--- config.mk ---
export PLATFORM = sky130hd
export DESIGN_NAME = mis_ctrl
export DESIGN_NICKNAME = d
export VERILOG_FILES = /design/src/sv/mis_pkg.sv /design/src/sv/mis_ctrl.sv
export SDC_FILE = /design/constraint.sdc
export NUM_CORES = 2
export LEC_CHECK = 0
export BUFFER_PORTS_ARGS = -buffer_cell sky130_fd_sc_hd__buf_2
export CAP_MARGIN = 20
export CELL_PAD_IN_SITES_DETAIL_PLACEMENT = 0
export CELL_PAD_IN_SITES_GLOBAL_PLACEMENT = 1
export CORE_ASPECT_RATIO = 0.9
export CORE_MARGIN = 2
export CORE_UTILIZATION = 46
export DETAILED_ROUTE_END_ITERATION = 8
export PLACE_DENSITY_LB_ADDON = 0.1
export SYNTH_ARGS = -nofsm -noshare
export SYNTH_HDL_FRONTEND = slang
export SYNTH_SLANG_ARGS = --single-unit
--- constraint.sdc ---
create_clock -name clock -period 9 [get_ports clock]
set_input_delay 1.35 -clock clock [delete_from_list [all_inputs] [get_ports clock]]
set_output_delay 1.35 -clock clock [all_outputs]
set_load 0.05 [all_outputs]
--- src/sv/mis_pkg.sv ---
`timescale 1ns / 1ps
// ----------------------------------------------------------------------------
// mis_pkg
// Shared types and constants for the merged interval set with undo.
// ----------------------------------------------------------------------------
package mis_pkg;

   localparam int TIME_W        = 32;
   localparam int MAX_INTERVALS = 64;   // power of two keeps bank addressing dense
   localparam int IDX_W         = $clog2(MAX_INTERVALS);
   localparam int CNT_W         = $clog2(MAX_INTERVALS + 1);
   localparam int BANKS         = 3;
   localparam int BANK_W        = 2;
   localparam int ADDR_W        = BANK_W + IDX_W;
   localparam int MEM_DEPTH     = BANKS * MAX_INTERVALS;
   localparam int ACT_W         = 3;
   localparam int STAT_W        = 3;
   localparam int MINLEN_W      = 16;
   localparam int CSR_IDX_W     = 2;
   localparam int CSR_DATA_W    = 32;

   // action codes
   localparam logic [ACT_W-1:0] ACT_ADD   = 3'd0;
   localparam logic [ACT_W-1:0] ACT_UNDO  = 3'd1;
   localparam logic [ACT_W-1:0] ACT_CLEAR = 3'd2;
   localparam logic [ACT_W-1:0] ACT_QUERY = 3'd3;
   localparam logic [ACT_W-1:0] ACT_SETPH = 3'd4;

   // status codes
   localparam logic [STAT_W-1:0] ST_OK       = 3'd0;
   localparam logic [STAT_W-1:0] ST_NO_MEDIA = 3'd1;
   localparam logic [STAT_W-1:0] ST_SHORT    = 3'd2;
   localparam logic [STAT_W-1:0] ST_FULL     = 3'd3;
   localparam logic [STAT_W-1:0] ST_NO_UNDO  = 3'd4;

   // register indexes
   localparam logic [CSR_IDX_W-1:0] CSR_MEDIA   = 2'd0;
   localparam logic [CSR_IDX_W-1:0] CSR_TSTART  = 2'd1;
   localparam logic [CSR_IDX_W-1:0] CSR_TEND    = 2'd2;
   localparam logic [CSR_IDX_W-1:0] CSR_MINLEN  = 2'd3;

   localparam logic [MINLEN_W-1:0] MINLEN_RESET = 16'd50;

   typedef struct packed {
      logic [ACT_W-1:0]  action;
      logic [TIME_W-1:0] start_time;
      logic [TIME_W-1:0] end_time;
      logic [TIME_W-1:0] point_time;
   } req_type;

   typedef struct packed {
      logic [STAT_W-1:0] status;
      logic              is_cut;
      logic [TIME_W-1:0] cut_start;
      logic [TIME_W-1:0] cut_end;
      logic [TIME_W-1:0] resume_time;
      logic [TIME_W-1:0] playhead_now;
      logic [CNT_W-1:0]  stored_count;
      logic              undo_available;
   } rsp_type;

   typedef struct packed {
      logic                media_present;
      logic [TIME_W-1:0]   trim_start;
      logic [TIME_W-1:0]   trim_end;
      logic [MINLEN_W-1:0] min_cut_length;
   } cfg_type;

   typedef struct packed {
      logic              we;
      logic [ADDR_W-1:0] waddr;
      logic [TIME_W-1:0] wstart;
      logic [TIME_W-1:0] wend;
      logic              re;
      logic [ADDR_W-1:0] raddr;
   } mem_req_type;

   typedef struct packed {
      logic [TIME_W-1:0] rstart;
      logic [TIME_W-1:0] rend;
   } mem_rsp_type;

endpackage

--- src/sv/mis_ctrl.sv ---
`timescale 1ns / 1ps
// ----------------------------------------------------------------------------
// mis_ctrl
// Sequencer: merge walk for add, containment scan for query and playhead,
// bank rotation for snapshot and undo.
// ----------------------------------------------------------------------------
module mis_ctrl (
   input  logic                 clock,
   input  logic                 reset,
   input  logic                 start,
   output logic                 busy,
   input  mis_pkg::req_type     req,
   input  mis_pkg::cfg_type     cfg,
   output mis_pkg::mem_req_type mem_req,
   input  mis_pkg::mem_rsp_type mem_rsp,
   output logic                 rsp_valid,
   output mis_pkg::rsp_type     rsp
);
   import mis_pkg::*;

   localparam logic [3:0] S_IDLE      = 4'd0;
   localparam logic [3:0] S_ADD_CLAMP = 4'd1;
   localparam logic [3:0] S_ADD_CHK   = 4'd2;
   localparam logic [3:0] S_M_FETCH   = 4'd3;
   localparam logic [3:0] S_M_MERGE   = 4'd4;
   localparam logic [3:0] S_M_TAIL    = 4'd5;
   localparam logic [3:0] S_M_FLUSH   = 4'd6;
   localparam logic [3:0] S_PH_PREP   = 4'd7;
   localparam logic [3:0] S_SC_FETCH  = 4'd8;
   localparam logic [3:0] S_SC_CHK    = 4'd9;
   localparam logic [3:0] S_SC_END    = 4'd10;
   localparam logic [3:0] S_DONE      = 4'd11;

   function automatic logic [TIME_W-1:0] clamp_trim(input logic [TIME_W-1:0] v,
                                                    input logic [TIME_W-1:0] lo,
                                                    input logic [TIME_W-1:0] hi);
      logic [TIME_W-1:0] r;
      r = (v < lo) ? lo : v;
      if (r > hi) begin
         r = hi;
      end
      return r;
   endfunction

   logic [3:0]        state_ff, state_in;
   logic [ACT_W-1:0]  act_ff, act_in;
   logic [TIME_W-1:0] s_ff, s_in, e_ff, e_in, pt_ff, pt_in;
   logic [CNT_W-1:0]  idx_ff, idx_in, w_ff, w_in;
   logic              full_ff, full_in, ins_ff, ins_in, pend_v_ff, pend_v_in;
   logic [TIME_W-1:0] ps_ff, ps_in, pe_ff, pe_in;
   logic              hit_ff, hit_in;
   logic [TIME_W-1:0] hs_ff, hs_in, he_ff, he_in;
   logic [BANK_W-1:0] live_ff, live_in, snap_ff, snap_in, scr_ff, scr_in;
   logic [CNT_W-1:0]  count_ff, count_in, snap_cnt_ff, snap_cnt_in;
   logic              snap_v_ff, snap_v_in;
   logic [TIME_W-1:0] play_ff, play_in;
   logic [STAT_W-1:0] status_ff, status_in;
   logic              rsp_valid_ff, rsp_valid_in;
   rsp_type           rsp_ff, rsp_in;

   // merge element feed
   logic              el_go;
   logic [TIME_W-1:0] el_s, el_e, skip_t;

   always_comb begin
      state_in    = state_ff;
      act_in      = act_ff;
      s_in        = s_ff;
      e_in        = e_ff;
      pt_in       = pt_ff;
      idx_in      = idx_ff;
      w_in        = w_ff;
      full_in     = full_ff;
      ins_in      = ins_ff;
      pend_v_in   = pend_v_ff;
      ps_in       = ps_ff;
      pe_in       = pe_ff;
      hit_in      = hit_ff;
      hs_in       = hs_ff;
      he_in       = he_ff;
      live_in     = live_ff;
      snap_in     = snap_ff;
      scr_in      = scr_ff;
      count_in    = count_ff;
      snap_cnt_in = snap_cnt_ff;
      snap_v_in   = snap_v_ff;
      play_in     = play_ff;
      status_in   = status_ff;
      rsp_valid_in = 1'b0;
      rsp_in      = rsp_ff;
      mem_req     = '0;
      el_go       = 1'b0;
      el_s        = s_ff;
      el_e        = e_ff;
      skip_t      = hit_ff ? he_ff : pt_ff;

      case (state_ff)
         S_IDLE: begin
            if (start) begin
               act_in    = req.action;
               status_in = ST_OK;
               hit_in    = 1'b0;
               hs_in     = '0;
               he_in     = '0;
               idx_in    = '0;
               case (req.action)
                  ACT_ADD: begin
                     s_in     = req.start_time;
                     e_in     = req.end_time;
                     state_in = S_ADD_CLAMP;
                  end
                  ACT_UNDO: begin
                     if (!snap_v_ff) begin
                        status_in = ST_NO_UNDO;
                        state_in  = S_DONE;
                     end else begin
                        live_in     = snap_ff;
                        snap_in     = live_ff;
                        count_in    = snap_cnt_ff;
                        snap_cnt_in = '0;
                        snap_v_in   = 1'b0;
                        pt_in       = play_ff;
                        state_in    = S_PH_PREP;
                     end
                  end
                  ACT_CLEAR: begin
                     count_in    = '0;
                     snap_cnt_in = '0;
                     snap_v_in   = 1'b0;
                     state_in    = S_DONE;
                  end
                  ACT_QUERY: begin
                     pt_in    = req.point_time;
                     state_in = S_SC_FETCH;
                  end
                  ACT_SETPH: begin
                     pt_in    = req.point_time;
                     state_in = S_PH_PREP;
                  end
                  default: begin
                     state_in = S_DONE;
                  end
               endcase
            end
         end

         // order the bounds, then pull them into the trim window
         S_ADD_CLAMP: begin
            s_in = clamp_trim((e_ff < s_ff) ? e_ff : s_ff, cfg.trim_start, cfg.trim_end);
            e_in = clamp_trim((e_ff < s_ff) ? s_ff : e_ff, cfg.trim_start, cfg.trim_end);
            state_in = S_ADD_CHK;
         end

         S_ADD_CHK: begin
            if (!cfg.media_present) begin
               status_in = ST_NO_MEDIA;
               state_in  = S_DONE;
            end else if ((e_ff < s_ff) ||
                         ((e_ff - s_ff) < {{(TIME_W-MINLEN_W){1'b0}}, cfg.min_cut_length})) begin
               status_in = ST_SHORT;
               state_in  = S_DONE;
            end else begin
               idx_in    = '0;
               w_in      = '0;
               full_in   = 1'b0;
               ins_in    = 1'b0;
               pend_v_in = 1'b0;
               state_in  = S_M_FETCH;
            end
         end

         S_M_FETCH: begin
            if (idx_ff == count_ff) begin
               state_in = S_M_TAIL;
            end else begin
               mem_req.re    = 1'b1;
               mem_req.raddr = {live_ff, idx_ff[IDX_W-1:0]};
               state_in      = S_M_MERGE;
            end
         end

         // new interval goes in ahead of the first entry starting after it
         S_M_MERGE: begin
            el_go = 1'b1;
            if (!ins_ff && (mem_rsp.rstart > s_ff)) begin
               ins_in = 1'b1;
            end else begin
               el_s     = mem_rsp.rstart;
               el_e     = mem_rsp.rend;
               idx_in   = idx_ff + 1'b1;
               state_in = S_M_FETCH;
            end
         end

         S_M_TAIL: begin
            if (!ins_ff) begin
               el_go  = 1'b1;
               ins_in = 1'b1;
            end else begin
               state_in = S_M_FLUSH;
            end
         end

         // last pending interval, then commit or reject
         S_M_FLUSH: begin
            if (full_ff || (w_ff == CNT_W'(MAX_INTERVALS))) begin
               status_in = ST_FULL;
               state_in  = S_DONE;
            end else begin
               mem_req.we     = 1'b1;
               mem_req.waddr  = {scr_ff, w_ff[IDX_W-1:0]};
               mem_req.wstart = ps_ff;
               mem_req.wend   = pe_ff;
               live_in        = scr_ff;
               snap_in        = live_ff;
               scr_in         = snap_ff;
               snap_cnt_in    = count_ff;
               count_in       = w_ff + 1'b1;
               snap_v_in      = 1'b1;
               pt_in          = play_ff;
               state_in       = S_PH_PREP;
            end
         end

         S_PH_PREP: begin
            if (!cfg.media_present) begin
               play_in  = '0;
               state_in = S_DONE;
            end else begin
               pt_in    = clamp_trim(pt_ff, cfg.trim_start, cfg.trim_end);
               idx_in   = '0;
               hit_in   = 1'b0;
               state_in = S_SC_FETCH;
            end
         end

         S_SC_FETCH: begin
            if (idx_ff == count_ff) begin
               state_in = S_SC_END;
            end else begin
               mem_req.re    = 1'b1;
               mem_req.raddr = {live_ff, idx_ff[IDX_W-1:0]};
               state_in      = S_SC_CHK;
            end
         end

         S_SC_CHK: begin
            if ((pt_ff >= mem_rsp.rstart) && (pt_ff < mem_rsp.rend)) begin
               hit_in   = 1'b1;
               hs_in    = mem_rsp.rstart;
               he_in    = mem_rsp.rend;
               state_in = S_SC_END;
            end else begin
               idx_in   = idx_ff + 1'b1;
               state_in = S_SC_FETCH;
            end
         end

         // merged entries never touch, so one skip is final
         S_SC_END: begin
            if (act_ff != ACT_QUERY) begin
               play_in = (skip_t > cfg.trim_end) ? cfg.trim_end : skip_t;
            end
            state_in = S_DONE;
         end

         S_DONE: begin
            rsp_valid_in          = 1'b1;
            rsp_in.status         = status_ff;
            rsp_in.is_cut         = (act_ff == ACT_QUERY) && hit_ff;
            rsp_in.cut_start      = (act_ff == ACT_QUERY) ? hs_ff : '0;
            rsp_in.cut_end        = (act_ff == ACT_QUERY) ? he_ff : '0;
            rsp_in.resume_time    = (act_ff == ACT_QUERY) ? skip_t : '0;
            rsp_in.playhead_now   = play_ff;
            rsp_in.stored_count   = count_ff;
            rsp_in.undo_available = snap_v_ff;
            state_in              = S_IDLE;
         end

         default: begin
            state_in = S_IDLE;
         end
      endcase

      // streaming merge of one element against the pending interval
      if (el_go) begin
         if (!pend_v_ff) begin
            pend_v_in = 1'b1;
            ps_in     = el_s;
            pe_in     = el_e;
         end else if (el_s > pe_ff) begin
            if (w_ff == CNT_W'(MAX_INTERVALS)) begin
               full_in = 1'b1;
            end else begin
               mem_req.we     = 1'b1;
               mem_req.waddr  = {scr_ff, w_ff[IDX_W-1:0]};
               mem_req.wstart = ps_ff;
               mem_req.wend   = pe_ff;
               w_in           = w_ff + 1'b1;
            end
            ps_in = el_s;
            pe_in = el_e;
         end else if (el_e > pe_ff) begin
            pe_in = el_e;
         end
      end
   end

   // control state
   always_ff @(posedge clock) begin
      if (reset) begin
         state_ff     <= S_IDLE;
         live_ff      <= 2'd0;
         snap_ff      <= 2'd1;
         scr_ff       <= 2'd2;
         count_ff     <= '0;
         snap_cnt_ff  <= '0;
         snap_v_ff    <= 1'b0;
         play_ff      <= '0;
         rsp_valid_ff <= 1'b0;
      end else begin
         state_ff     <= state_in;
         live_ff      <= live_in;
         snap_ff      <= snap_in;
         scr_ff       <= scr_in;
         count_ff     <= count_in;
         snap_cnt_ff  <= snap_cnt_in;
         snap_v_ff    <= snap_v_in;
         play_ff      <= play_in;
         rsp_valid_ff <= rsp_valid_in;
      end
   end

   // working registers
   always_ff @(posedge clock) begin
      act_ff    <= act_in;
      s_ff      <= s_in;
      e_ff      <= e_in;
      pt_ff     <= pt_in;
      idx_ff    <= idx_in;
      w_ff      <= w_in;
      full_ff   <= full_in;
      ins_ff    <= ins_in;
      pend_v_ff <= pend_v_in;
      ps_ff     <= ps_in;
      pe_ff     <= pe_in;
      hit_ff    <= hit_in;
      hs_ff     <= hs_in;
      he_ff     <= he_in;
      status_ff <= status_in;
      rsp_ff    <= rsp_in;
   end

   assign busy      = (state_ff != S_IDLE);
   assign rsp_valid = rsp_valid_ff;
   assign rsp       = rsp_ff;

endmodule

==> impl_metrics.ini <==
[floorplan]
die_w_um = 286.0
core_area_sq_mm = 0.07121
die_h_um = 257.8
io_pins = 471
rows = 93
initial_core_util_pct = 46.22
design.die.area_sq_mm = 0.07371

[synthesis]
ys_ff_latch = 446
synth_nets = 4091
yosysWarnings = 0
avgSynthCellArea_sq_um = 9.643
synthCells = 3413
ys.flop_type = edfxtp_1
synth_edf_count = 379
yosysSeqAreaShare_pct = 38.66
ys_async_sr_fraction_pct = 0
syn_area_sq_mm = 0.03291
yosysUniqueCellTypes = 72

[timing]
drv_slew = 0
clock.fmax_ghz = 0.1140
maxSlewHeadroom_pct = 30.63
setup_viol = 0
worst_pin_slew_ns = 1.038
finalHoldViolCount = 0
tns_ns = 0
rsz0062_at_grt = no
fin_crit_ns = 8.770
fin_crit_sh_pct = 97.44
fin_skew_ns = 0.03500

[cts]
worstSkewPairLatency_ns = 0.63
cts_tree = yes
path_clk_slew_ns = 0.06
cts.sinks = 446
cts_root_buffer = clkbuf_16
numCtsBuffers = 51
h-tree-depth = 2
clockBufferDepth = 3
hold_buffers = 0

[placement]
dpl_cell_area_sq_mm = 0.03678
hpwl_um = 110300
gp_congestion = 1.083
io_buffers = 470

[worst_setup_path]
endpoint_kind = output pin
critPathLaunch = mem_rsp[39]
arrival_ns = 7.42
reg2reg_setup_slack_ns = 0.28
critPathLaunchType = primary input
timing.rr.end = e_ff[0]
rr_startpoint = e_ff[0]
cp_max_fo = 86
path_class = in2out
r2r.worst_path.cells = 35
crit_required_ns = 7.65

[drt]
first_iter_violations = 3660
dr_total_vias = 30679
ant_nets = 0
drtPass1Iterations = 6
routedWlPerCell_um = 28.33
vias_per_cell = 6.298
wl_met3_um = 13810
met1_length_um = 62490
routed.top_layer = met5
wl_um = 138000
drc = 0
dr_wl_met2_um = 57520

[min_path]
hold_depth = 0
hold_class = reg2reg
hold_end = rsp[138]
hp-start = status_ff[1]

[status]
status = completed

[global_route]
grt_usage_pct = 36.30
grt_first_pass_wirelength_um = 198500
grt_pass1_vias = 29563
antenna_found_initial = 7
grt_max_degree = 93
grt_overflow = 0

[final_layout]
final_common_cell = buf_2
drive_gt1_share_pct = 21.55
fin_nets = 4553
syn2layout_area_growth_pct = 17.38
fin_area_sq_mm = 0.03863
final_cell_mix = 470 x buf_2, 430 x ha_1, 379 x edfxtp_1
final_util_pct = 54.25
nFillCells = 6470

[job]
max-cap-violations = 0

[power]
ir_drop_uv = 279.1
power_leakage_nw = 17.04
total_power_mw = 14.28
power_density_mw_per_mm2 = 369.8
-- through the flow --
stage	hold slack, ns	setup WS, ns	std cells
floorplan	0.4003	0.6742	3413
global placement	0.4273	-0.6409	4771
detailed placement	0.4164	-0.7504	4772
CTS	0.4311	0.02300	4867
global route	0.4474	0.02597	4867
finish	0.4359	0.2304	4871
-- cell families after synthesis --
logic type / share of synthesized area, %
flops: 38.66
fa+ha+maj: 16.41
xor+xnor: 1.091
simple gates: 15.26
compound gates: 18.10
buf+inv: 4.840
mux: 5.646
-- state kept, by name (all words and copies together) (netlist names), 7 cells and up --
signal and cells:
he_ff 32, idx_ff 7, ps_ff 32, e_ff 32
play_ff 32, s_ff 32, pe_ff 32, hs_ff 32
snap_cnt_ff 7, w_ff 7, rsp 140, count_ff 7
pt_ff 32
-- critical path: stages --
cell	delay (ns)
buf_2	0.13
ha_1	0.33
a2111oi_0	0.49
nand2_1	0.09
a31oi_1	0.43
o221ai_1	0.20
o21ai_0	0.40
nand3_4	0.27
buf_12	0.26
o21ai_0	0.55
ha_1	0.24
nand4_1	0.10
nor2_1	0.18
nand2_1	0.21
a211oi_1	0.47
o2111a_1	0.37
o21ai_4	0.13
nand2b_1	0.17
buf_4	0.19
buf_4	0.23
a21oi_1	0.23
buf_2	0.30
-- worst max-delay path by stage --
stage                             end  slack, ns
after floorplan              pe_ff[0]       0.67
after global placement    mem_req[54]      -0.64
after detailed placement  mem_req[53]      -0.75
after CTS                 mem_req[23]       0.02
after global routing      mem_req[59]       0.03
final                     mem_req[23]       0.23
-- synth_stat cells (13+ instances only) --
master	number	share of area, %
a211oi_1	31	0.71
a21o_1	97	2.2
a21oi_1	175	2.7
a221o_1	34	1.0
a221oi_1	13	0.35
a22o_1	31	0.82
a311oi_1	31	0.82
a31oi_1	17	0.32
and2_1	151	2.9
buf_2	22	0.33
clkbuf_1	133	1.5
dfxtp_1	67	4.1
edfxtp_1	379	35
ha_1	430	16
inv_1	240	2.7
mux2_2	120	4.1
mux2i_1	45	1.4
nand2_1	262	3.0
nand2b_1	25	0.48
nand3_1	47	0.71
nand4_1	76	1.4
nor2_1	179	2.0
nor2b_1	22	0.42
nor3_1	143	2.2
nor4_1	20	0.38
o211ai_1	22	0.50
o21a_1	23	0.52
o21ai_0	294	4.5
o221a_2	32	1.1
o22ai_1	35	0.67
or3_1	38	0.72
xnor2_1	25	0.67
xor2_1	16	0.43
-- layer usage --
| metal | GRT usage, % | vias to the layer above |
|---|---|---|
| li1 | - | 13710 |
| met1 | 54.38 | 15059 |
| met2 | 53.49 | 1673 |
| met3 | 6.413 | 231 |
| met4 | 10.11 | 6 |
| met5 | 0 | - |
-- repair_timing --
item	in CTS	in global routing
buffers inserted	0	0
endpoints found under the setup margin	73	60
cloned	0	0
resized for setup	3	5
-- final cells by class --
class / instances / area, sq um / share of cell area, %
antenna: 4 / 10.01 / 0.02591
tap: 950 / 1189 / 3.077
multi-input combinational: 2558 / 18760 / 48.56
clock inverter: 35 / 432.9 / 1.121
timing repair buffer: 578 / 3234 / 8.372
inverter: 240 / 900.9 / 2.332
sequential: 446 / 12720 / 32.93
clock buffer: 60 / 1381 / 3.576
-- power breakdown --
part,internal [mW],total (mW),switching [mW]
sequential,2.88,3.51,0.632
clock,1.36,2.31,0.947
combinational,3.14,8.47,5.32
total,7.38,14.3,6.90
(Power assumes the default switching activity.)
